File: src/hw/rtl/swfr_pkg.sv
// Shared types and constants for the sliding window frame receiver.
`default_nettype none
package swfr_pkg;

  localparam int SEQ_W    = 5;
  localparam int SPACE_W  = SEQ_W + 1;
  localparam int SLOTS    = 1 << SEQ_W;
  localparam int HANDLE_W = 16;
  localparam int LEN_W    = 7;
  localparam int QDEPTH   = 2;
  localparam int QPTR_W   = $clog2(QDEPTH);
  localparam int QCNT_W   = $clog2(QDEPTH + 1);

  localparam logic [SEQ_W-1:0] MAX_WINDOW = SEQ_W'(16);
  localparam logic [SEQ_W-1:0] RESET_WINDOW = SEQ_W'(4);

  typedef enum logic [1:0] {
    CMD_ACK,
    CMD_STORE,
    CMD_DELIVER
  } cmd_kind_t;

  typedef struct packed {
    cmd_kind_t            kind;
    logic [SEQ_W-1:0]     seq;
    logic [HANDLE_W-1:0]  handle;
    logic [LEN_W-1:0]     len;
    logic [SLOTS-1:0]     mask;
    logic [SEQ_W-1:0]     win;
    logic [SPACE_W-1:0]   space;
  } cmd_t;

  typedef struct packed {
    logic                 valid;
    logic [SEQ_W-1:0]     next_exp;
    logic [SLOTS-1:0]     clr;
  } done_t;

  typedef enum logic [1:0] {
    BK_IDLE,
    BK_SCAN,
    BK_EMIT,
    BK_ACK
  } back_state_t;

  localparam logic RES_DELIVER = 1'b0;
  localparam logic RES_ACK     = 1'b1;

endpackage
`default_nettype wire

File: src/hw/rtl/swfr_front.sv
// Front end: window check, duplicate filter, mark tracking and command issue.
`default_nettype none
module swfr_front (
  input  wire logic                          clk,
  input  wire logic                          rst_n,
  input  wire logic                          push,
  output logic                               full,
  input  wire logic [swfr_pkg::SEQ_W-1:0]    in_seq_no,
  input  wire logic [swfr_pkg::HANDLE_W-1:0] in_payload_handle,
  input  wire logic [swfr_pkg::LEN_W-1:0]    in_payload_length,
  input  wire logic                          cfg_we,
  input  wire logic [swfr_pkg::SEQ_W-1:0]    cfg_wdata,
  input  wire logic                          q_full,
  output logic                               q_push,
  output swfr_pkg::cmd_t                     q_cmd,
  input  wire swfr_pkg::done_t               done
);
  import swfr_pkg::*;

  logic [SEQ_W-1:0]   win_r, win_nxt;
  logic [SEQ_W-1:0]   exp_r, exp_nxt;
  logic [SLOTS-1:0]   mask_r, mask_nxt;
  logic               busy_r, busy_nxt;

  logic [SEQ_W-1:0]   w;
  logic [SPACE_W-1:0] space;
  logic [SPACE_W:0]   sum;
  logic [SPACE_W:0]   offset;
  logic               accept;
  logic               outside;
  logic               dup;
  logic [SLOTS-1:0]   bit_sel;

  always_comb begin
    if (win_r == '0) begin
      w = SEQ_W'(1);
    end else if (win_r > MAX_WINDOW) begin
      w = MAX_WINDOW;
    end else begin
      w = win_r;
    end
    space   = {w, 1'b0};
    sum     = {2'b00, in_seq_no} + {1'b0, space} - {2'b00, exp_r};
    offset  = (sum >= {1'b0, space}) ? (sum - {1'b0, space}) : sum;
    outside = ({1'b0, in_seq_no} >= space) || (offset >= {2'b00, w});
    bit_sel = SLOTS'(1) << in_seq_no;
    dup     = (mask_r & bit_sel) != '0;

    full   = busy_r || q_full;
    accept = push && !full;

    q_cmd.kind   = CMD_ACK;
    q_cmd.seq    = in_seq_no;
    q_cmd.handle = in_payload_handle;
    q_cmd.len    = in_payload_length;
    q_cmd.mask   = mask_r | bit_sel;
    q_cmd.win    = w;
    q_cmd.space  = space;
    q_push       = 1'b0;

    win_nxt  = win_r;
    exp_nxt  = exp_r;
    mask_nxt = mask_r;
    busy_nxt = busy_r;

    if (done.valid) begin
      mask_nxt = mask_nxt & ~done.clr;
      exp_nxt  = done.next_exp;
      busy_nxt = 1'b0;
    end

    if (accept) begin
      if (outside) begin
        q_push = 1'b1;
      end else if (!dup) begin
        q_push   = 1'b1;
        mask_nxt = mask_nxt | bit_sel;
        if (in_seq_no == exp_r) begin
          q_cmd.kind = CMD_DELIVER;
          busy_nxt   = 1'b1;
        end else begin
          q_cmd.kind = CMD_STORE;
        end
      end
    end

    if (cfg_we) begin
      win_nxt  = cfg_wdata;
      exp_nxt  = '0;
      mask_nxt = '0;
    end
  end

  always_ff @(posedge clk) begin
    if (!rst_n) begin
      win_r  <= RESET_WINDOW;
      exp_r  <= '0;
      mask_r <= '0;
      busy_r <= 1'b0;
    end else begin
      win_r  <= win_nxt;
      exp_r  <= exp_nxt;
      mask_r <= mask_nxt;
      busy_r <= busy_nxt;
    end
  end

endmodule
`default_nettype wire

File: src/hw/rtl/swfr_cmdq.sv
// Short command queue between the front end and the delivery engine.
`default_nettype none
module swfr_cmdq (
  input  wire logic           clk,
  input  wire logic           rst_n,
  input  wire logic           wr_en,
  input  wire swfr_pkg::cmd_t wr_cmd,
  output logic                q_full,
  input  wire logic           rd_en,
  output swfr_pkg::cmd_t      rd_cmd,
  output logic                q_empty
);
  import swfr_pkg::*;

  cmd_t                entry_r [QDEPTH];
  logic [QPTR_W-1:0]   wp_r, wp_nxt;
  logic [QPTR_W-1:0]   rp_r, rp_nxt;
  logic [QCNT_W-1:0]   cnt_r, cnt_nxt;
  logic                do_wr;
  logic                do_rd;

  always_comb begin
    q_full  = cnt_r == QCNT_W'(QDEPTH);
    q_empty = cnt_r == '0;
    do_wr   = wr_en && !q_full;
    do_rd   = rd_en && !q_empty;
    rd_cmd  = entry_r[rp_r];
    wp_nxt  = wp_r;
    rp_nxt  = rp_r;
    cnt_nxt = cnt_r;
    if (do_wr) begin
      wp_nxt = (wp_r == QPTR_W'(QDEPTH - 1)) ? '0 : wp_r + QPTR_W'(1);
    end
    if (do_rd) begin
      rp_nxt = (rp_r == QPTR_W'(QDEPTH - 1)) ? '0 : rp_r + QPTR_W'(1);
    end
    if (do_wr && !do_rd) begin
      cnt_nxt = cnt_r + QCNT_W'(1);
    end else if (do_rd && !do_wr) begin
      cnt_nxt = cnt_r - QCNT_W'(1);
    end
  end

  always_ff @(posedge clk) begin
    if (do_wr) begin
      entry_r[wp_r] <= wr_cmd;
    end
  end

  always_ff @(posedge clk) begin
    if (!rst_n) begin
      wp_r  <= '0;
      rp_r  <= '0;
      cnt_r <= '0;
    end else begin
      wp_r  <= wp_nxt;
      rp_r  <= rp_nxt;
      cnt_r <= cnt_nxt;
    end
  end

endmodule
`default_nettype wire

File: src/hw/rtl/swfr_back.sv
// Delivery engine: slot memory, in-order scan and result register.
`default_nettype none
module swfr_back (
  input  wire logic                           clk,
  input  wire logic                           rst_n,
  input  wire logic                           q_empty,
  input  wire swfr_pkg::cmd_t                 q_cmd,
  output logic                                q_pop,
  output swfr_pkg::done_t                     done,
  output logic                                empty,
  input  wire logic                           pop,
  output logic                                out_kind,
  output logic [swfr_pkg::SEQ_W-1:0]          out_ack_or_seq,
  output logic [swfr_pkg::HANDLE_W-1:0]       out_handle,
  output logic [swfr_pkg::LEN_W-1:0]          out_length,
  output logic                                out_last
);
  import swfr_pkg::*;

  logic [HANDLE_W+LEN_W-1:0] mem [SLOTS];
  logic [HANDLE_W+LEN_W-1:0] rd_r;

  back_state_t         state_r, state_nxt;
  cmd_t                cmd_r, cmd_nxt;
  logic [SEQ_W-1:0]    cur_r, cur_nxt;
  logic [SEQ_W-1:0]    n_r, n_nxt;
  logic [SLOTS-1:0]    mask_r, mask_nxt;
  logic [SEQ_W-1:0]    last_r, last_nxt;

  logic                ov_r, ov_nxt;
  logic                okind_r, okind_nxt;
  logic [SEQ_W-1:0]    oseq_r, oseq_nxt;
  logic [HANDLE_W-1:0] ohandle_r, ohandle_nxt;
  logic [LEN_W-1:0]    olen_r, olen_nxt;
  logic                olast_r, olast_nxt;

  logic                out_free;
  logic                wr_en;
  logic                rd_en;
  logic [SEQ_W-1:0]    cur_inc;

  always_comb begin
    out_free = !ov_r || pop;
    cur_inc  = ({1'b0, cur_r} + SPACE_W'(1) == cmd_r.space) ? '0 : cur_r + SEQ_W'(1);

    state_nxt   = state_r;
    cmd_nxt     = cmd_r;
    cur_nxt     = cur_r;
    n_nxt       = n_r;
    mask_nxt    = mask_r;
    last_nxt    = last_r;
    okind_nxt   = okind_r;
    oseq_nxt    = oseq_r;
    ohandle_nxt = ohandle_r;
    olen_nxt    = olen_r;
    olast_nxt   = olast_r;
    ov_nxt      = ov_r && !pop;
    q_pop       = 1'b0;
    wr_en       = 1'b0;
    rd_en       = 1'b0;
    done.valid    = 1'b0;
    done.next_exp = cur_r;
    done.clr      = cmd_r.mask & ~mask_r;

    case (state_r)
      BK_IDLE: begin
        if (!q_empty) begin
          case (q_cmd.kind)
            CMD_ACK: begin
              if (out_free) begin
                q_pop       = 1'b1;
                ov_nxt      = 1'b1;
                okind_nxt   = RES_ACK;
                oseq_nxt    = q_cmd.seq;
                ohandle_nxt = '0;
                olen_nxt    = '0;
                olast_nxt   = 1'b1;
              end
            end
            CMD_STORE: begin
              q_pop = 1'b1;
              wr_en = 1'b1;
            end
            CMD_DELIVER: begin
              q_pop     = 1'b1;
              wr_en     = 1'b1;
              cmd_nxt   = q_cmd;
              cur_nxt   = q_cmd.seq;
              n_nxt     = '0;
              mask_nxt  = q_cmd.mask;
              last_nxt  = q_cmd.seq;
              state_nxt = BK_SCAN;
            end
            default: begin
              q_pop = 1'b1;
            end
          endcase
        end
      end
      BK_SCAN: begin
        if ((n_r < cmd_r.win) && mask_r[cur_r]) begin
          rd_en     = 1'b1;
          state_nxt = BK_EMIT;
        end else begin
          state_nxt = BK_ACK;
        end
      end
      BK_EMIT: begin
        if (out_free) begin
          ov_nxt          = 1'b1;
          okind_nxt       = RES_DELIVER;
          oseq_nxt        = cur_r;
          ohandle_nxt     = rd_r[HANDLE_W+LEN_W-1:LEN_W];
          olen_nxt        = rd_r[LEN_W-1:0];
          olast_nxt       = 1'b0;
          mask_nxt[cur_r] = 1'b0;
          last_nxt        = cur_r;
          cur_nxt         = cur_inc;
          n_nxt           = n_r + SEQ_W'(1);
          state_nxt       = BK_SCAN;
        end
      end
      BK_ACK: begin
        if (out_free) begin
          ov_nxt      = 1'b1;
          okind_nxt   = RES_ACK;
          oseq_nxt    = last_r;
          ohandle_nxt = '0;
          olen_nxt    = '0;
          olast_nxt   = 1'b1;
          done.valid  = 1'b1;
          state_nxt   = BK_IDLE;
        end
      end
      default: begin
        state_nxt = BK_IDLE;
      end
    endcase

    empty          = !ov_r;
    out_kind       = okind_r;
    out_ack_or_seq = oseq_r;
    out_handle     = ohandle_r;
    out_length     = olen_r;
    out_last       = olast_r;
  end

  always_ff @(posedge clk) begin
    if (wr_en) begin
      mem[q_cmd.seq] <= {q_cmd.handle, q_cmd.len};
    end
    if (rd_en) begin
      rd_r <= mem[cur_r];
    end
  end

  always_ff @(posedge clk) begin
    cmd_r     <= cmd_nxt;
    cur_r     <= cur_nxt;
    n_r       <= n_nxt;
    mask_r    <= mask_nxt;
    last_r    <= last_nxt;
    okind_r   <= okind_nxt;
    oseq_r    <= oseq_nxt;
    ohandle_r <= ohandle_nxt;
    olen_r    <= olen_nxt;
    olast_r   <= olast_nxt;
  end

  always_ff @(posedge clk) begin
    if (!rst_n) begin
      state_r <= BK_IDLE;
      ov_r    <= 1'b0;
    end else begin
      state_r <= state_nxt;
      ov_r    <= ov_nxt;
    end
  end

  a_emit_marked: assert property (@(posedge clk) disable iff (!rst_n)
    (state_r == BK_EMIT) |-> mask_r[cur_r])
    else $error("emit of an unmarked slot");

  a_ack_is_last: assert property (@(posedge clk) disable iff (!rst_n)
    ov_r |-> (okind_r == olast_r))
    else $error("last flag does not match result kind");

  a_run_bound: assert property (@(posedge clk) disable iff (!rst_n)
    (state_r != BK_IDLE) |-> (n_r <= cmd_r.win))
    else $error("delivery run longer than the window");

  a_scan_deliver: assert property (@(posedge clk) disable iff (!rst_n)
    (state_r == BK_SCAN) |-> (cmd_r.kind == CMD_DELIVER))
    else $error("scan without a deliver command");

endmodule
`default_nettype wire

File: src/hw/rtl/sliding_window_frame_receiver_unit.sv
// Top level of the sliding window frame receiver.
//
// Input channel: one word per arriving frame (sequence number, payload handle,
// length), taken on a clock edge with push high and full low.
// Result channel: words of delivered frames and acknowledgements, oldest on the
// out_ ports while empty is low, taken on an edge with pop high.
// Configuration: cfg_we writes the window size and restarts the window at 0.
// Timing: an accepted frame that is not a duplicate enters the command queue at
// the accepting edge; a duplicate is dropped. An ACK word passes from the queue
// through the delivery engine into the result register. A frame that only fills
// a gap is written to the slot memory, so such frames can follow one per cycle
// while nothing ahead of them waits on the result register. An in-order frame
// starts a run over the slot memory's single read port (one read, then one
// result word per slot, then an ACK word); full stays high until the run ends.
// Reset: clears the window, all marks, the command queue and the result
// register; window size returns to 4.
// Stall: a result word holds while pop is low; the engine stops at the next
// command that needs the result register and full rises once the queue fills.
`default_nettype none
module sliding_window_frame_receiver_unit (
  input  wire logic                          clk,
  input  wire logic                          rst_n,
  input  wire logic                          push,
  output logic                               full,
  input  wire logic [swfr_pkg::SEQ_W-1:0]    in_seq_no,
  input  wire logic [swfr_pkg::HANDLE_W-1:0] in_payload_handle,
  input  wire logic [swfr_pkg::LEN_W-1:0]    in_payload_length,
  output logic                               empty,
  input  wire logic                          pop,
  output logic                               out_kind,
  output logic [swfr_pkg::SEQ_W-1:0]         out_ack_or_seq,
  output logic [swfr_pkg::HANDLE_W-1:0]      out_handle,
  output logic [swfr_pkg::LEN_W-1:0]         out_length,
  output logic                               out_last,
  input  wire logic                          cfg_we,
  input  wire logic [swfr_pkg::SEQ_W-1:0]    cfg_wdata
);
  import swfr_pkg::*;

  cmd_t  f_cmd;
  cmd_t  b_cmd;
  done_t done;
  logic  f_push;
  logic  q_full;
  logic  q_empty;
  logic  q_pop;

  swfr_front u_front (
    .clk               (clk),
    .rst_n             (rst_n),
    .push              (push),
    .full              (full),
    .in_seq_no         (in_seq_no),
    .in_payload_handle (in_payload_handle),
    .in_payload_length (in_payload_length),
    .cfg_we            (cfg_we),
    .cfg_wdata         (cfg_wdata),
    .q_full            (q_full),
    .q_push            (f_push),
    .q_cmd             (f_cmd),
    .done              (done)
  );

  swfr_cmdq u_cmdq (
    .clk     (clk),
    .rst_n   (rst_n),
    .wr_en   (f_push),
    .wr_cmd  (f_cmd),
    .q_full  (q_full),
    .rd_en   (q_pop),
    .rd_cmd  (b_cmd),
    .q_empty (q_empty)
  );

  swfr_back u_back (
    .clk            (clk),
    .rst_n          (rst_n),
    .q_empty        (q_empty),
    .q_cmd          (b_cmd),
    .q_pop          (q_pop),
    .done           (done),
    .empty          (empty),
    .pop            (pop),
    .out_kind       (out_kind),
    .out_ack_or_seq (out_ack_or_seq),
    .out_handle     (out_handle),
    .out_length     (out_length),
    .out_last       (out_last)
  );

endmodule
`default_nettype wire
File: config.mk
export PLATFORM = sky130hd
export DESIGN_NAME = sliding_window_frame_receiver_unit
export DESIGN_NICKNAME = d
export VERILOG_FILES = /design/src/hw/rtl/swfr_pkg.sv /design/src/hw/rtl/swfr_front.sv /design/src/hw/rtl/swfr_cmdq.sv /design/src/hw/rtl/swfr_back.sv /design/src/hw/rtl/sliding_window_frame_receiver_unit.sv
export SDC_FILE = /design/constraint.sdc
export NUM_CORES = 1
export LEC_CHECK = 0
export BUFFER_PORTS_ARGS = -buffer_cell sky130_fd_sc_hd__buf_2
export CAP_MARGIN = 20
export CORE_UTILIZATION = 30
export DETAILED_ROUTE_END_ITERATION = 7
export HOLD_SLACK_MARGIN = 0.08
export SYNTH_ARGS = -nofsm -noshare
export SYNTH_HDL_FRONTEND = slang
export SYNTH_HIERARCHICAL = 1
export SYNTH_SLANG_ARGS = --single-unit
File: constraint.sdc
create_clock -name clk -period 14 [get_ports clk]
set_input_delay 0.7 -clock clk [delete_from_list [all_inputs] [get_ports clk]]
set_output_delay 0.7 -clock clk [all_outputs]
set_load 0.05 [all_outputs]
## Word level (Yosys, flattened, before mapping)

Memories as Yosys holds them, arrays and structs flattened. A register that Yosys moved wholly into a read port is not among the register bits.
Index checks and enable logic that the tools add are counted.

- Add/sub/neg operators: 10
- $lt $le $gt $ge: 7
- Equality and inequality tests: 14
- Shift operators: 1
- Mux-type cells: 92
- Bitwise operators: 11
- Reductions and logical operators: 34

Operators with widths:

| operator | count |
|---|---|
| 2-to-1 mux 32 bit | 7 |
| AND 32 bit | 4 |
| inverter 32 bit | 3 |
| 2-to-1 mux 5 bit | 14 |
| 2-to-1 mux 16 bit | 4 |
| OR 32 bit | 2 |
| case mux 32 bit (2 select lines) | 1 |
| case mux 16 bit (3 select lines) | 1 |
| 2-to-1 mux 1 bit | 39 |
| 2-to-1 mux 7 bit | 5 |
| nonzero test 32 bit | 1 |
| left shift 1 x 5 -> 32 bit, first input constant | 1 |
| case mux 5 bit (2 select lines) | 3 |
| case mux 7 bit (3 select lines) | 1 |
| 2-to-1 mux 2 bit | 10 |
| case mux 5 bit (3 select lines) | 1 |
| AND reduction 4 bit | 3 |
| adder 5 x 1 -> 5 bit, second input constant | 2 |
| == test 2 bit, second input constant | 4 |
| logical AND 1 bit | 8 |
| case mux 2 bit (4 select lines) | 1 |
| adder 5 x 6 -> 7 bit | 1 |
| greater-or-equal comparator 7 x 5 -> 1 bit | 1 |
| greater-or-equal comparator 7 x 6 -> 1 bit | 1 |
| 30 further kinds | 51 |

- Register bits after elaboration: 170
- RAM bits: 880
- Bits of input ports: 38
- Memories: 2

Memory list:

| memory | depth | bits a word | rd ports | clocked after memory_dff | write ports | line | text |
|---|---|---|---|---|---|---|---|
| u_back.mem | 32 | 23 | 1 | 1 | 1 | swfr_back.sv:20 | `logic [HANDLE_W+LEN_W-1:0] mem [SLOTS];` |
| u_cmdq.entry_r | 2 | 72 | 1 | 1 | 1 | swfr_cmdq.sv:15 | `cmd_t entry_r [QDEPTH];` |

## Longest topological paths before layout

- Word-level depth: 16
- Depth in mapped cells: 33
- Mapped depth without buffers: 31

## Modules after synthesis

Netlist, hierarchy kept.

Modules (own cells, without submodules):

| module | times used | cells an instance | area each (µm²) | sequential area each (µm²) |
|---|---|---|---|---|
| swfr_back | 1 | 1688 | 34250.3 | 26455.4 |
| swfr_cmdq | 1 | 252 | 5524.0 | 4484.3 |
| swfr_front | 1 | 503 | 4010.1 | 860.8 |

## Least setup slack after synthesis

No wires, ideal clock.

- Path kind: in2reg
- From: in in_seq_no[0] in the netlist's numbering
- To: mem u_cmdq/entry_r[0][0] in the netlist's numbering, enable pin
- Library setup time: 0.492 ns
- Arrival: 7.430 ns
- Data required time: 13.508 ns
- Path slack: 6.078 ns
- Cell stages on the path: 29
- Buffers on the path: 3
- Cells stage by stage: buf_2 > buf_4 > inv_1 > ha_1 > inv_1 > ha_1 > inv_1 > fa_1 > nand2b_1 > a21oi_1 > xnor2_1 > inv_1 > ha_1 > nand3_1 > nor2_1 > a211oi_2 > nand2_1 > nor2_1 > a21oi_1 > ha_1 > nand2_1 > o21ai_0 > nand3_1 > nand3_1 > a211o_1 > buf_6 > a22o_1 > inv_1 > nor3_2

- Word-level cells in the longest chain between the ends: 11
- Elaborated cells between the ends (all ways): 17
- Those cells by class: add/sub (3); order compare (3); shift (1); mux (6); bitwise (1); reduce/logical (3)

RTL lines:

| item | line | text |
|---|---|---|
| start, declared | sliding_window_frame_receiver_unit.sv:25 | `input wire logic [swfr_pkg::SEQ_W-1:0] in_seq_no,` |
| adder 5 x 6 -> 7 bit | swfr_front.sv:43 | `sum = {2'b00, in_seq_no} + {1'b0, space} - {2'b00, exp_r};` |
| subtractor 7 x 5 -> 7 bit | swfr_front.sv:43 |  |
| subtractor 7 x 6 -> 7 bit or greater-or-equal comparator 7 x 6 -> 1 bit (tied branches) | swfr_front.sv:44 | `offset = (sum >= {1'b0, space}) ? (sum - {1'b0, space}) : sum;` |
| 2-to-1 mux 7 bit | swfr_front.sv:44 |  |
| greater-or-equal comparator 7 x 5 -> 1 bit | swfr_front.sv:45 | `outside = ({1'b0, in_seq_no} >= space) \|\| (offset >= {2'b00, w});` |
| logical OR 1 bit | swfr_front.sv:45 |  |
| 2-to-1 mux 1 bit * | swfr_front.sv:73 | `if (outside) begin` |
| 2-to-1 mux 1 bit * | swfr_front.sv:72 | `if (accept) begin` |
| named net f_push | sliding_window_frame_receiver_unit.sv:43 | `logic f_push;` |
| logical AND 1 bit * | swfr_cmdq.sv:25 | `do_wr = wr_en && !q_full;` |
| 2-to-1 mux 1 bit * | swfr_cmdq.sv:45 | `if (do_wr) begin` |
| 2-to-1 mux 1 bit (not written as such) * | swfr_cmdq.sv:46 | `entry_r[wp_r] <= wr_cmd;` |
| end, declared | swfr_cmdq.sv:15 |  |

The timed path passes the listed nets; every way through them passes the cells marked *.

## Worst setup path after layout

- From: reg u_front.win_r[4]
- To: mem u_cmdq/entry_r[0][58] in the netlist's numbering, enable pin

- Word-level cells in the longest chain between the ends: 14
- Elaborated cells between the ends (all ways): 17
- Those cells by class: add/sub (3); order compare (4); mux (7); reduce/logical (3)

RTL lines:

| item | line | text |
|---|---|---|
| start, declared | swfr_front.sv:20 | `logic [SEQ_W-1:0] win_r, win_nxt;` |
| start signal, assigned | swfr_front.sv:101 | `win_r <= win_nxt;` |
| greater-than comparator 5 bit | swfr_front.sv:37 | `end else if (win_r > MAX_WINDOW) begin` |
| 2-to-1 mux 5 bit | swfr_front.sv:37 |  |
| 2-to-1 mux 5 bit * | swfr_front.sv:35 | `if (win_r == '0) begin` |
| adder 5 x 6 -> 7 bit | swfr_front.sv:43 |  |
| subtractor 7 x 5 -> 7 bit | swfr_front.sv:43 |  |
| subtractor 7 x 6 -> 7 bit or greater-or-equal comparator 7 x 6 -> 1 bit (tied branches) | swfr_front.sv:44 |  |
| 2-to-1 mux 7 bit | swfr_front.sv:44 |  |
| greater-or-equal comparator 7 x 5 -> 1 bit | swfr_front.sv:45 |  |
| logical OR 1 bit * | swfr_front.sv:45 |  |
| 2-to-1 mux 1 bit * | swfr_front.sv:73 |  |
| 2-to-1 mux 1 bit * | swfr_front.sv:72 |  |
| named net f_push | sliding_window_frame_receiver_unit.sv:43 |  |
| logical AND 1 bit * | swfr_cmdq.sv:25 |  |
| 2-to-1 mux 1 bit * | swfr_cmdq.sv:45 |  |
| 2-to-1 mux 1 bit (not written as such) * | swfr_cmdq.sv:46 |  |

Marked as above.

==> results.yml <==
outcome:
  outcome: "finished, final reports clean"
power_and_ir_drop:
  p_per_area_nw_per_um2: 195
  ir_drop_mv: 0.150
  p_leak_nw: 16.0
cells_and_area:
  layout_common_cells: "edfxtp_1 (1025), nand2_1 (236), mux4_2 (189), clkbuf_16 (103), nand3_1 (92)"
  drive_above_1_share_pct: 25.1
  final_util_pct: 34.5
  nFillCells: 13500
  final_nets: 2599
  layout_commonest_cell: "edfxtp_1"
  syn_to_final_growth_pct: 13.7
  final_area_sq_um: 49800
  multiInputGateArea_sq_um: 11100
  register_area_sq_um: 31800
run:
  maxCapViolCount: 0
die:
  rows: 139
  dieHeight_microns: 384
  initial_core_util_pct: 30.4
  fp.dieW_microns: 384
  die_area_sq_um: 147000
  ios: 70
  core_area_sq_um: 144000
yosys:
  yosys.area.top_type: "edfxtp_1"
  synthArstFlopShare_pct: 0
  ys.warnings.count: 6
  yosys.area_share.xor_xnor_pct: 0.420
  synth_ff_type: "edfxtp_1"
  synth_edf_count: 1025
  synth_fa_ha_area_share_pct: 1.26
  syn_nets: 2522
  yosys-top-cells-area: "edfxtp_1 (70%), mux4_2 (9.7%), dfxtp_1 (2.3%), nand2_1 (2.0%), mux2_2 (2.0%)"
  ys_seq_area_share_pct: 72.6
  netlist_area_sq_um: 43800
  yosys.area_share.simple_pct: 6.04
  synthMuxAreaShare_pct: 12.6
  avgSynthCellArea_sq_um: 17.9
  synth_top_family_by_area: "multiplexers"
  synthDistinctLibCells: 75
  synth_top_area_share_pct: 70.3
  synthCells: 2443
  synth_compound_area_share_pct: 4.30
  synth_seq_cells: 1076
clock_network:
  clock_path_buffers: 3
  clock_sinks: 1076
  cts_hold_buf: 0
  cts_root_buffer: "clkbuf_16"
  numCtsBuffers: 102
  insertion_delay_ps: 730
  cts_resized: 0
  tritoncts: "yes"
  cts.htree.levels: 3
  cts_setup_buffers: 0
  clkTransAtPathRegs_ps: 60
worst_hold_path:
  min_to: "u_cmdq/entry_r[0][64]"
  hp-class: "input pin to flip-flop"
  hold_depth: 1
  worstHoldStart: "in_payload_handle[14]"
timing:
  report.final.slew_viol_count: 0
  final.period_utilization_pct: 52.6
  worst_pin_slew_ps: 1180
  hold_slack_ps: 169
  relSlewSlack_pct: 20.6
  fmax_mhz: 136
  finalHoldViolCount: 0
  setup_slack_ps: 6640
  setup_tns_ps: 0
  grt_setup_unrepaired: "false"
  min_period_ps: 7360
  setup_viol: 0
  skew_ps: 53.2
global_route:
  grt_pass1_vias: 22400
  use_met3_pct: 2.56
  grtUsageMet2_pct: 22.9
  antenna_found_initial: 6
  overflow: 0
  gr-usage-met1_pct: 21.4
  grt.total_usage_pct: 14.8
  gr-max-usage-layer: "met2"
  grt_max_degree: 128
  grt_first_pass_wirelength_mm: 159
worst_setup_path:
  cp-start-kind: "flip-flop"
  r2r_slack_ps: 6640
  cp-startpoint: "u_front/win_r[4]"
  endpoint_kind: "flip-flop"
  critPathMaxFanout: 37
  critPathKind: "flip-flop to flip-flop"
  r2r_cells: 27
  timing.rr.end: "u_cmdq/entry_r[0][58]"
  rr_startpoint: "u_front/win_r[4]"
  crit_required_ps: 14340
  cp.arrival_ps: 7700
placed_design:
  place.port_buffers: 69
  placed_cell_area_sq_um: 46400
  dp_slack_ps: 6240
  dp_hpwl_mm: 64.0
  gp_congestion: 0.812
detailed_routing:
  via_per_inst: 5.06
  vias: 22800
  post_drt_wl_per_cell_microns: 24.4
  drt_iter0_drc: 2303
  ant_nets: 0
  drc: 0
  drt_wl_total_mm: 110
  drt_first_pass_iters: 7
-- power breakdown --
part | switching, mW | internal [mW] | total (mW)
Combinational | 1.71 | 0.806 | 2.52
Sequential | 0.154 | 4.34 | 4.49
Clock | 1.25 | 1.46 | 2.71
-- registers in the layout (all words and copies together), names as in the netlist, named ones only --
name                   flops
u_front/win_r              5
u_cmdq/wp_r                1
u_back/last_r              5
u_back/mem               736
u_back/cur_r               5
u_cmdq/cnt_r               2
u_front/exp_r              5
u_back/rd_r               23
u_back/out_last            1
u_front/mask_r            32
u_cmdq/entry_r           146
u_back/n_r                 5
u_back/out_handle         16
u_front/busy_r             1
u_back/out_kind            1
u_back/out_ack_or_seq      5
u_cmdq/rp_r                1
u_back/out_length          7
u_back/cmd_r              43
u_back/state_r             2
u_back/ov_r                1
u_back/mask_r             32
-- through the flow --
step           instances  power (mW)
4_1_cts             4502        9.83
2_1_floorplan       2443        6.26
3_3_place_gp        4307        7.08
5_1_grt             4508        10.1
6_report            4509        9.72
3_5_place_dp        4313        7.12
-- how the worst max path moves through the flow --
| stage | end | cells past startpoint |
|---|---|---|
| final | u_cmdq/entry_r[0][58] | 27 |
| after global routing | u_cmdq/entry_r[0][58] | 30 |
| after CTS | u_cmdq/entry_r[0][58] | 27 |
| after detailed placement | u_cmdq/entry_r[0][47] | 29 |
| after global placement | u_cmdq/entry_r[0][51] | 29 |
| after floorplan | u_cmdq/entry_r[0][0] | 29 |
-- worst max-delay path: stages (launching register included) --
cell      delay, ps
dfxtp_1         400
inv_1           260
nand2_1         240
fa_1            600
inv_1            50
ha_1            290
a21o_1          190
a211oi_1        230
a21oi_1          90
ha_1            230
or2_1           250
o22a_1          190
a211oi_2        260
nand2_1         220
nor2_1          140
a21oi_1          50
ha_1            290
nand2_1          40
o21ai_0         210
nand3_1         120
nand3_1         130
a211o_2         120
buf_4           500
a22o_1          290
inv_1            90
nor3_4          270
buf_4           520
buf_4           580
-- Yosys cell counts, drive strengths merged (9+ instances only) --
library cell	n
a21o	16
a21oi	24
a221oi	20
a22o	18
a22oi	29
and2	31
buf	107
clkbuf	56
dfxtp	51
edfxtp	1025
ha	36
inv	42
mux2	76
mux2i	39
mux4	190
nand2	237
nand2b	14
nand3	92
nand4	11
nor2	92
nor2b	47
nor3	10
o21ai	21
o21bai	13
o221ai	9
o31ai	40
xnor2	11
xor2	10
-- final cells by class --
| type | count | area share (%) |
|---|---|---|
| timing repair buffer | 136 | 2.12 |
| tap | 1903 | 4.78 |
| clock inverter | 62 | 1.15 |
| multi-input combinational | 1161 | 22.3 |
| antenna | 1 | 0.00503 |
| inverter | 43 | 0.324 |
| clock buffer | 127 | 5.42 |
| sequential | 1076 | 63.9 |
-- routing by layer --
metal / part of all wire (%) / routed length (microns) / vias to the layer above
met5: 0.042 / 46 / -
met4: 2.2 / 2360 / 6
met2: 46 / 50900 / 826
li1: - / - / 9773
met1: 45 / 49100 / 12100
met3: 6.7 / 7330 / 166
-- cell families (layout without fill, tap and decap cells) --
kind of cell    Yosys count  after routing
buf+inv                 206            368
flops                  1076           1076
mux                     305            305
compound gates          227            227
fa+ha+maj                41             41
other cells               1              2
xor+xnor                 21             21
simple gates            566            566
(Power assumes the default switching activity.)
